<file path="src/rtl/bad_pkg.sv">
// ---------------------------------------------------------------------------
// bad_pkg: shared types and constants of the box average downscaler
// Command codes, size limits and the controller/datapath command bundles.
// ---------------------------------------------------------------------------
package bad_pkg;

  localparam int unsigned MaxWidth  = 256;
  localparam int unsigned MaxHeight = 256;

  localparam int unsigned CfgW = 9;   // size register width
  localparam int unsigned PosW = 8;   // col/row field width
  localparam int unsigned ChW  = 8;   // channel width

  // pixel count and channel sum widths for the default store size
  localparam int unsigned CountW = $clog2(MaxWidth * MaxHeight + 1);
  localparam int unsigned SumW   = $clog2(((1 << ChW) - 1) * MaxWidth * MaxHeight + 1);

  localparam logic CmdLoad  = 1'b0;
  localparam logic CmdQuery = 1'b1;

  localparam logic [1:0] RegSrcWidth  = 2'd0;
  localparam logic [1:0] RegSrcHeight = 2'd1;
  localparam logic [1:0] RegDstWidth  = 2'd2;
  localparam logic [1:0] RegDstHeight = 2'd3;

  // controller -> datapath
  typedef struct packed {
    logic start_x;    // capture query, start horizontal ratio divide
    logic start_y;    // start vertical ratio divide
    logic div_step;   // one restoring division step
    logic box_setup;  // compute box bounds from ratios
    logic clr_acc;    // clear sums and walk to box origin
    logic rd_issue;   // issue a store read at current walk address
    logic acc_en;     // accumulate registered read data
    logic walk_next;  // advance walk position
    logic avg_start;  // load dividers for the averages
    logic out_load;   // load quotients into output register
  } bad_cmd_t;

  // datapath -> controller
  typedef struct packed {
    logic walk_last;  // current walk position is the last of the box
  } bad_sts_t;

endpackage

</file>
<file path="src/rtl/bad_ctrl.sv">
// ---------------------------------------------------------------------------
// bad_ctrl: query sequencer of the box average downscaler
// Steps ratio divides, the box walk and the final averaging divides.
// ---------------------------------------------------------------------------
module bad_ctrl #(
  parameter int unsigned AvgSteps = bad_pkg::SumW  // average divide: sum width
) (
  input  logic                clk_i,
  input  logic                rst_ni,
  input  logic                query_i,    // query item accepted
  input  logic                out_busy_i, // output register still full
  input  bad_pkg::bad_sts_t   sts_i,
  output bad_pkg::bad_cmd_t   cmd_o,
  output logic                busy_o
);

  localparam logic [2:0] StIdle  = 3'd0;
  localparam logic [2:0] StDivX  = 3'd1;
  localparam logic [2:0] StDivY  = 3'd2;
  localparam logic [2:0] StSetup = 3'd3;
  localparam logic [2:0] StWalk  = 3'd4;
  localparam logic [2:0] StDrain = 3'd5;
  localparam logic [2:0] StAvg   = 3'd6;
  localparam logic [2:0] StOut   = 3'd7;

  // ratio divide: 9-bit quotient
  localparam int unsigned RatioSteps = bad_pkg::CfgW;
  localparam int unsigned CntW       = $clog2(AvgSteps + 1);

  logic [2:0]      state_q, state_d;
  logic [CntW-1:0] cnt_q, cnt_d;

  always_ff @(posedge clk_i or negedge rst_ni) begin
    if (!rst_ni) begin
      state_q <= StIdle;
      cnt_q   <= '0;
    end else begin
      state_q <= state_d;
      cnt_q   <= cnt_d;
    end
  end

  // next state and commands
  always_comb begin
    state_d = state_q;
    cnt_d   = cnt_q;
    cmd_o   = '0;
    unique case (state_q)
      StIdle: begin
        if (query_i) begin
          cmd_o.start_x = 1'b1;
          cnt_d   = CntW'(RatioSteps - 1);
          state_d = StDivX;
        end
      end
      StDivX: begin
        cmd_o.div_step = 1'b1;
        if (cnt_q == '0) begin
          state_d = StDivY;
        end else begin
          cnt_d = cnt_q - 1'b1;
        end
      end
      StDivY: begin
        if (cnt_q == '0 && !cmd_o.div_step) begin
          cmd_o.start_y = 1'b1;
          cnt_d = CntW'(RatioSteps);
        end
        cmd_o.div_step = (cnt_q != '0);
        if (cnt_q == CntW'(1)) begin
          state_d = StSetup;
        end
        if (cnt_q != '0) begin
          cnt_d = cnt_q - 1'b1;
        end
      end
      StSetup: begin
        cmd_o.box_setup = 1'b1;
        cnt_d   = '0;
        state_d = StWalk;
      end
      StWalk: begin
        if (cnt_q == '0) begin
          cmd_o.clr_acc = 1'b1;
          cnt_d = CntW'(1);
        end else begin
          cmd_o.rd_issue  = 1'b1;
          cmd_o.acc_en    = (cnt_q == CntW'(2));
          cnt_d           = CntW'(2);
          cmd_o.walk_next = 1'b1;
          if (sts_i.walk_last) begin
            state_d = StDrain;
          end
        end
      end
      StDrain: begin
        cmd_o.acc_en = 1'b1;
        state_d = StAvg;
        cnt_d   = CntW'(AvgSteps);
      end
      StAvg: begin
        if (cnt_q == CntW'(AvgSteps)) begin
          cmd_o.avg_start = 1'b1;
        end else begin
          cmd_o.div_step = 1'b1;
        end
        if (cnt_q == '0) begin
          state_d = StOut;
        end else begin
          cnt_d = cnt_q - 1'b1;
        end
      end
      StOut: begin
        if (!out_busy_i) begin
          cmd_o.out_load = 1'b1;
          state_d = StIdle;
        end
      end
      default: state_d = StIdle;
    endcase
  end

  assign busy_o = (state_q != StIdle);

endmodule

</file>
<file path="config.mk">
export PLATFORM = sky130hd
export DESIGN_NAME = bad_ctrl
export DESIGN_NICKNAME = d
export VERILOG_FILES = /design/src/rtl/bad_pkg.sv /design/src/rtl/bad_ctrl.sv
export SDC_FILE = /design/constraint.sdc
export NUM_CORES = 1
export LEC_CHECK = 0
export BUFFER_PORTS_ARGS = -buffer_cell sky130_fd_sc_hd__buf_2
export CORE_MARGIN = 1
export CORE_UTILIZATION = 30
export CTS_CLUSTER_SIZE = 14
export DETAILED_ROUTE_END_ITERATION = 7
export GPL_TIMING_DRIVEN = 0
export PLACE_DENSITY = 0.47
export SETUP_SLACK_MARGIN = 0.4
export SLEW_MARGIN = 15
export SYNTH_ARGS = -nofsm -noshare
export SYNTH_HDL_FRONTEND = slang
export SYNTH_SLANG_ARGS = --single-unit
</file>
<file path="constraint.sdc">
create_clock -name clk_i -period 4.6 [get_ports clk_i]
set_input_delay 0.23 -clock clk_i [delete_from_list [all_inputs] [get_ports clk_i]]
set_output_delay 0.23 -clock clk_i [all_outputs]
set_load 0.03 [all_outputs]
</file>
[Word-level counts from Yosys, hierarchy flattened]
Cells that the tools add are included.
Storage, ports and cells
  register bits after elaboration: 8
  latch bits: 0
  memory bits (writable): 0
  memory bits (read-only): 0
  output and inout bits: 11
  memories: 0
Operators by class
  $add $sub $neg: 1
  multiply operators: 0
  div/mod/pow operators: 0
  $lt $le $gt $ge: 0
  eq/ne operators: 19
  shifts and indexed selects: 0
  multiplexer cells: 29
  bitwise logic cells: 0
  reduce and logical (&&, ||, !) cells: 8
Operator list (count)
  $pmux W5 S6: 1
  $mux W3: 8
  $pmux W3 S8: 1
  $mux W5: 4
  $ne A2 B2 Y1 const B: 8
  $eq A3 B3 Y1 const B: 4
  $mux W1: 11
  $reduce_and A7 Y1: 1
  $eq A3 B2 Y1 const B: 2
  $reduce_bool A6 Y1: 1
  $eq A5 B1 Y1 const B: 1
  $eq A5 B2 Y1 const B: 1
  $eq A5 B5 Y1 const B: 1
  $logic_not A5 Y1: 1
  $reduce_bool A5 Y1: 1
  $sub A5 B1 Y5 const B: 1
  $mux W2: 2
  $reduce_and A4 Y1: 1
  $eq A3 B1 Y1 const B: 1
  $logic_not A3 Y1: 1
  $ne A3 B3 Y1 const B: 1
  $pmux W1 S3: 1
  $reduce_bool A3 Y1: 1
  $pmux W1 S2: 1
  $reduce_or A2 Y1: 1

[Logic depth before layout (Yosys ltp)]
Gate-level depths: netlist (run 1).
  word-level depth: 4
  depth in mapped cells: 7
  mapped depth without buffers: 6

[Least setup slack after synthesis (run 1)]
No wires, ideal clock.
  path type: register to output
  start: register state_q[2]
  end: output cmd_o[4] in the netlist's numbering
  data arrival time: 2094 ps
  required time: 4370 ps
  path slack: 2276 ps
  cell stages (with the launch flop): 6
  path buffers: 3
  cell sequence: dfrtp_1 > clkbuf_1 > buf_1 > nand2_1 > nor3_1 > buf_4
RTL lines
  start, declared: line bad_ctrl.sv:30  | logic [2:0] state_q, state_d;
  start signal, assigned: line bad_ctrl.sv:35  | state_q <= StIdle;
  start signal, assigned: line bad_ctrl.sv:38  | state_q <= state_d;
  end, declared: line bad_ctrl.sv:13  | output bad_pkg::bad_cmd_t cmd_o,

==> results of run 1 <==
## sequential cells by signal, indices dropped and copies added (netlist names)
signal	flops
cnt_q	5
state_q	3
## worst reg2reg max path: stages (launching register included)
cell and delay, ns:
dfrtp_1 0.43, inv_1 0.13, ha_1 0.29, nor4b_2 0.65
nor3_1 0.11, o41ai_1 0.31, o211ai_1 0.14
## stage by stage
step | instance area (µm²) | setup slack, ns | util, % | std cells
after floorplan | 837 | 2.28 | - | 100
after global routing | 982 | 1.96 | 38.3 | 149
after CTS | 982 | 2.10 | 38.3 | 149
after global placement | 950 | 2.41 | 37.0 | 145
final | 982 | 2.10 | 38.3 | 149
after detailed placement | 950 | 2.38 | 37.0 | 145
## per-layer routing
layer | track usage, % | part of all wire (%) | vias to the layer above
met2 | 26.3 | 43 | 27
met3 | 2.50 | 4.1 | 5
met5 | 0 | 0 | -
met1 | 25.1 | 51 | 386
met4 | 11.1 | 2.3 | 0
li1 | - | - | 418
## layout by cell type, fill, tap and decap left out, types with 3 or more instances in the layout
master | synthesis | routed
clkbuf_4 | 0 | 3
dfrtp_1 | 8 | 8
nand2_1 | 4 | 4
nor2_1 | 5 | 5
inv_1 | 7 | 7
buf_2 | 4 | 19
nor3b_1 | 3 | 3
ha_1 | 4 | 4
nor3_1 | 9 | 9
a21oi_1 | 8 | 8
## final cells by class
class	instances	area (µm²)	share of cell area (%)
flip-flops and latches	8	200	20.4
inverters	7	26.3	2.68
clock buffers	3	22.5	2.29
well taps	30	37.5	3.82
multi-input cells	75	546	55.5
repair buffers	16	85.1	8.66
plain buffers	10	65.1	6.62
## power by group
part | switching (µW) | internal (µW)
Combinational | 368 | 240
Clock | 25.6 | 30.0
Sequential | 34.7 | 105
Total | 429 | 375
## cells by family after synthesis
family	after synthesis	share of synthesized area (%)
simple gates	38	28.4
compound gates	30	27.2
buf+inv	17	10.9
flops	8	23.9
fa+ha+maj	4	5.98
mux	2	2.54
xor+xnor	1	1.05
## final timing paths
check / from / end / slack [ns] / cells after the start
hold / removal: out_busy_i / state_q[2] / 0.27 / 3
setup / recovery: cnt_q[0] / cmd_o[7] / 2.10 / 7
setup reg to reg: cnt_q[0] / cnt_q[4] / 2.39 / 6
min in group asynchronous: rst_ni / cnt_q[3] / 0.34 / 2
hold reg to reg: cnt_q[1] / cnt_q[1] / 0.59 / 1
max in group asynchronous: rst_ni / state_q[0] / 4.09 / 2
==> results.md, run 1 <==
* Crit path buffers/inverters at 3
* Most frequent cell after synthesis: nor3_1
* HP Class: input pin to register
* First-pass GRT wire length at 3.73 mm
* Maximum clock rate at 0.400 GHz
* Avg Cell Area, Syn at 8.37 µm²
* Cell accounting for the most synthesized area: dfrtp_1
* Hold-fix buffers, CTS at 1
* Vias in the first global route at 762
* Chip width at 54.8 µm
* Setup TNS at 0 ns
* Nature of the critical path endpoint: output pin
* CTS tree: done
* Critical path fanouts, max at 10
* Dpl hpwl at 1.69 mm
* Crit path launch type: register
* Largest net degree at the start of global routing at 11
* Seq/Total Area, Yosys at 23.9%
* PortBufs at 15
* Deepest clock path buffer count at 2
* Area delta synth->final at 17.3%
* Max incr delay on CP at 0.52 ns
* Initial antenna violation count at 0
* H-tree Lvls at 1
* DIE HEIGHT at 54.8 µm
* N_diodes at 0
* Distinct cells, synth at 50
* Synth Instances at 100
* Synth top cells by count: nor3_1 (9), a21oi_1 (8), dfrtp_1 (8)
* Pleak at 0.000438 µW
* GP Congestion at 0.755
* IO Pins at 16
* Kind of critical path: register to output pin
* CTS root buf: clkbuf_4
* Total power at 804 µW
* Crit path max-delay cell type: or4b_4
* Detailed Route WL at 2.32 mm
* Fin crit period at 2.50 ns
* Worst VDD drop at 0.350 mV
* Nets at 130
* Post_cts resized at 0
* Status: finished clean
* Area share of the largest cell type after synthesis at 23.9%
* Arrival time at the worst endpoint at 2.27 ns
* Cell class contributing the biggest share of worst-path delay: simple AND/OR/NAND/NOR gates
* Via count at 836
* 1st-pass router iterations at 4
* Iteration-0 DRC Markers at 16
* Clock Sinks at 8
* Layout fillers at 285
* DRC Markers at 0
* Starting density of the core at 32.6%
* Share of layout cells above drive strength 1 at 29.4%
* Ranking of synthesized cells by area: dfrtp_1 (24%), ha_1 (6.0%), nor3_1 (5.4%)
* Remaining antenna violation count after routing at 0
* Global-route usage over all layers at 18.2%
* Synthesized area at 837 µm²
* Count of max-cap constraint violations at 0
* RSZ-0062 raised after global routing: no
* Total die area at 0.00301 mm²
* Hold_ws at 0.272 ns
* Core ar. at 0.00257 mm²
* Worst-margin pin slew at 0.732 ns
* Hold Fails Final Rpt at 0
* # Post-CTS Setup Buffers at 0
* Reg clk slew, reported paths at 0.05 ns
* Worst-Skew Late Latency at 0.26 ns
* Flop and latch count out of synthesis at 8
* Num CTS Buffers at 3
* Synth Warn # at 0
* Post-DR wirelength/cell at 15.6 µm
* P per Cell Area at 819 mW/mm²
* Vias/cell at 5.61
* Cell Rows at 18
* Req. time, crit path at 4.37 ns
* Number of flops mapped to enable cells by yosys at 0
* Max transition margin at 51.1%
* Setup-failing EPs final at 0
* Grt ovf at 0
* Async SR Flop Fraction at 100%
* Final slew viol count at 0
* Crit share post-route at 54.4%
* Cell Chain, Critical Path: inv_1 > ha_1 > or4b_4 > buf_6 > a21oi_1 > o32ai_1 > buf_2
* Post-synth top flop: dfrtp_1
* Syn nets at 109
* Worst Skew at 0.000429 ns
Note: power is estimated with default switching activity, not from simulation.
==> run 2, diff against run 1 <==
Settings changed: PLACE_DENSITY 0.47 to 0.48.
Clock period 4.6 ns to 2.25 ns, I/O delays scaled along.
==> run 2 against run 1 <==
Net effect: combinational power rose to 2.9 times the previous value; critical path depth did not move; cell count increased by 10%; worst setup slack got worse by 1.9 ns; sequential share of layout area is 4.3 points lower; register-to-register slack worse by 2.1 ns; sequential cell count unchanged; clock power up 120%; largest cell class unchanged.
==> results.md, run 2 (synthesis results as in run 1) <==
* Area of the multi-input gates at 654 µm²
* Num CTS Buffers at 3
* Max transition margin at 54.6%
* Nature of the critical path endpoint: output pin
* Initial antenna violation count at 0
* DRT met1 WL at 1.32 mm
* Post-DR wirelength/cell at 16.8 µm
* RSZ-0062 raised after global routing: yes
* Worst-Skew Late Latency at 0.26 ns
* DIE HEIGHT at 54.8 µm
* Global-route usage over all layers at 22.2%
* Maximum clock rate at 0.499 GHz
* IO Pins at 16
* Vias/cell at 5.72
* Final Cell Area at 0.00125 mm²
* Detailed Route WL at 2.75 mm
* CTS root buf: clkbuf_4
* Placement Cell Area at 985 µm²
* Register area at 201 µm²
* Most frequent cells in the layout: buf_4 (17), buf_2 (14), buf_6 (7), dfrtp_1 (7)
* GP Congestion at 0.772
* Req. time, crit path at 2.14 ns
* Worst VDD drop at 0.864 mV
* HP Class: input pin to register
* Uppermost layer routed: met4
* P per Cell Area at 1730 mW/mm²
* Final setup margin at 0.246 ns
* Layout Cells excl Fill at 164
* Fin crit period at 2.00 ns
* Clock Sinks at 8
* Status: finished clean
* Remaining antenna violation count after routing at 0
* Arrival time at the worst endpoint at 1.89 ns
* Regs by FF count: cnt_q: 5 flops, state_q: 3 flops
* Crit share post-route at 89.1%
* PortBufs at 15
* Deepest clock path buffer count at 2
* N_diodes at 0
* Max FFs per register at 5
* Hold Fails Final Rpt at 0
* Setup-failing EPs final at 0
* Grt ovf at 0
* Nets at 145
* Met3 routed wirelength at 92 µm
* Pleak at 0.000549 µW
* CTS tree: done
* Cell Rows at 18
* Total die area at 0.00301 mm²
* Dpl ws at 0.0104 ns
* Reg with most FFs: cnt_q
* Crit path launch type: register
* Chip width at 54.8 µm
* Critical path fanouts, max at 7
* Commonest non-fill, non-tap cell in the layout: buf_4
* Count of max-cap constraint violations at 0
* Share of layout cells above drive strength 1 at 50.0%
* Worst-margin pin slew at 0.675 ns
* Final core utilization at 48.7%
* DP Cell Count at 145
* Largest net degree at the start of global routing at 11
* Dpl hpwl at 1.73 mm
* 1st-pass router iterations at 4
* Kind of critical path: register to output pin
* Iteration-0 DRC Markers at 40
* Area delta synth->final at 49.5%
* H-tree Lvls at 1
* DRC Markers at 0
* Core ar. at 0.00257 mm²
* Layout fillers at 263
* Starting density of the core at 32.6%
* Via count at 938
* Setup TNS at 0 ns
* Reg clk slew, reported paths at 0.06 ns
* First-pass GRT wire length at 4.62 mm
* Final slew viol count at 0
* Routed wl met2 at 1.29 mm
* Vias in the first global route at 939
* Worst Skew at 0.00481 ns
[run 2: worst max-delay path, cell delays in order, from the launching register on]
cell	delay (ns)
dfrtp_1	0.40
inv_2	0.09
ha_4	0.13
or4b_4	0.48
buf_8	0.16
a21oi_4	0.11
o32ai_2	0.07
buf_4	0.18
[run 2: what timing repair did]
| item | 4_1_cts | 5_1_grt |
|---|---|---|
| buffers inserted | 11 | 4 |
| hold endpoints to repair | 8 | 0 |
| hold buffers | 1 | 0 |
| resized for setup | 17 | 17 |
| cloned | 0 | 0 |
| setup endpoints to repair | 16 | 10 |
| pin swaps | 6 | 3 |
[run 2: layer usage]
metal	vias to the layer above	GRT usage (%)
li1	444	-
met1	459	29.4
met2	30	37.8
met3	5	0.833
met4	0	8.12
met5	-	0
[run 2: final cells by class]
class                           instances  area share, %
Sequential cell                         8           16.1
Clock buffer                            3           1.80
Tap cell                               30           3.00
Multi-Input combinational cell         75           52.3
Buffer                                 10           6.10
Inverter                                7           2.10
Timing Repair Buffer                   31           18.6
[run 2: report_power, final]
group / internal (µW) / switching (µW) / total [µW]
Combinational: 804 / 954 / 1760
Sequential: 216 / 66.8 / 283
Clock: 61.7 / 59.1 / 121
Total: 1080 / 1080 / 2160
[run 2: path summary, 6_finish.rpt]
kind,startpoint,end,cells after the start,slack [ns]
setup / recovery,cnt_q[1],cmd_o[7],7,0.25
hold / removal,out_busy_i,state_q[2],3,0.14
setup reg to reg,cnt_q[1],cnt_q[0],9,0.29
hold reg to reg,cnt_q[4],cnt_q[4],2,0.63
max in group asynchronous,rst_ni,cnt_q[0],2,1.82
min in group asynchronous,rst_ni,cnt_q[3],2,0.23
[run 2: metrics by stage]
step | total power (µW) | hold WS [ns]
finish | 2160 | 0.141
global route | 2330 | 0.185
CTS | 1940 | 0.137
detailed placement | 1580 | -0.0197
global placement | 1580 | -0.0191
floorplan | 1300 | -0.183
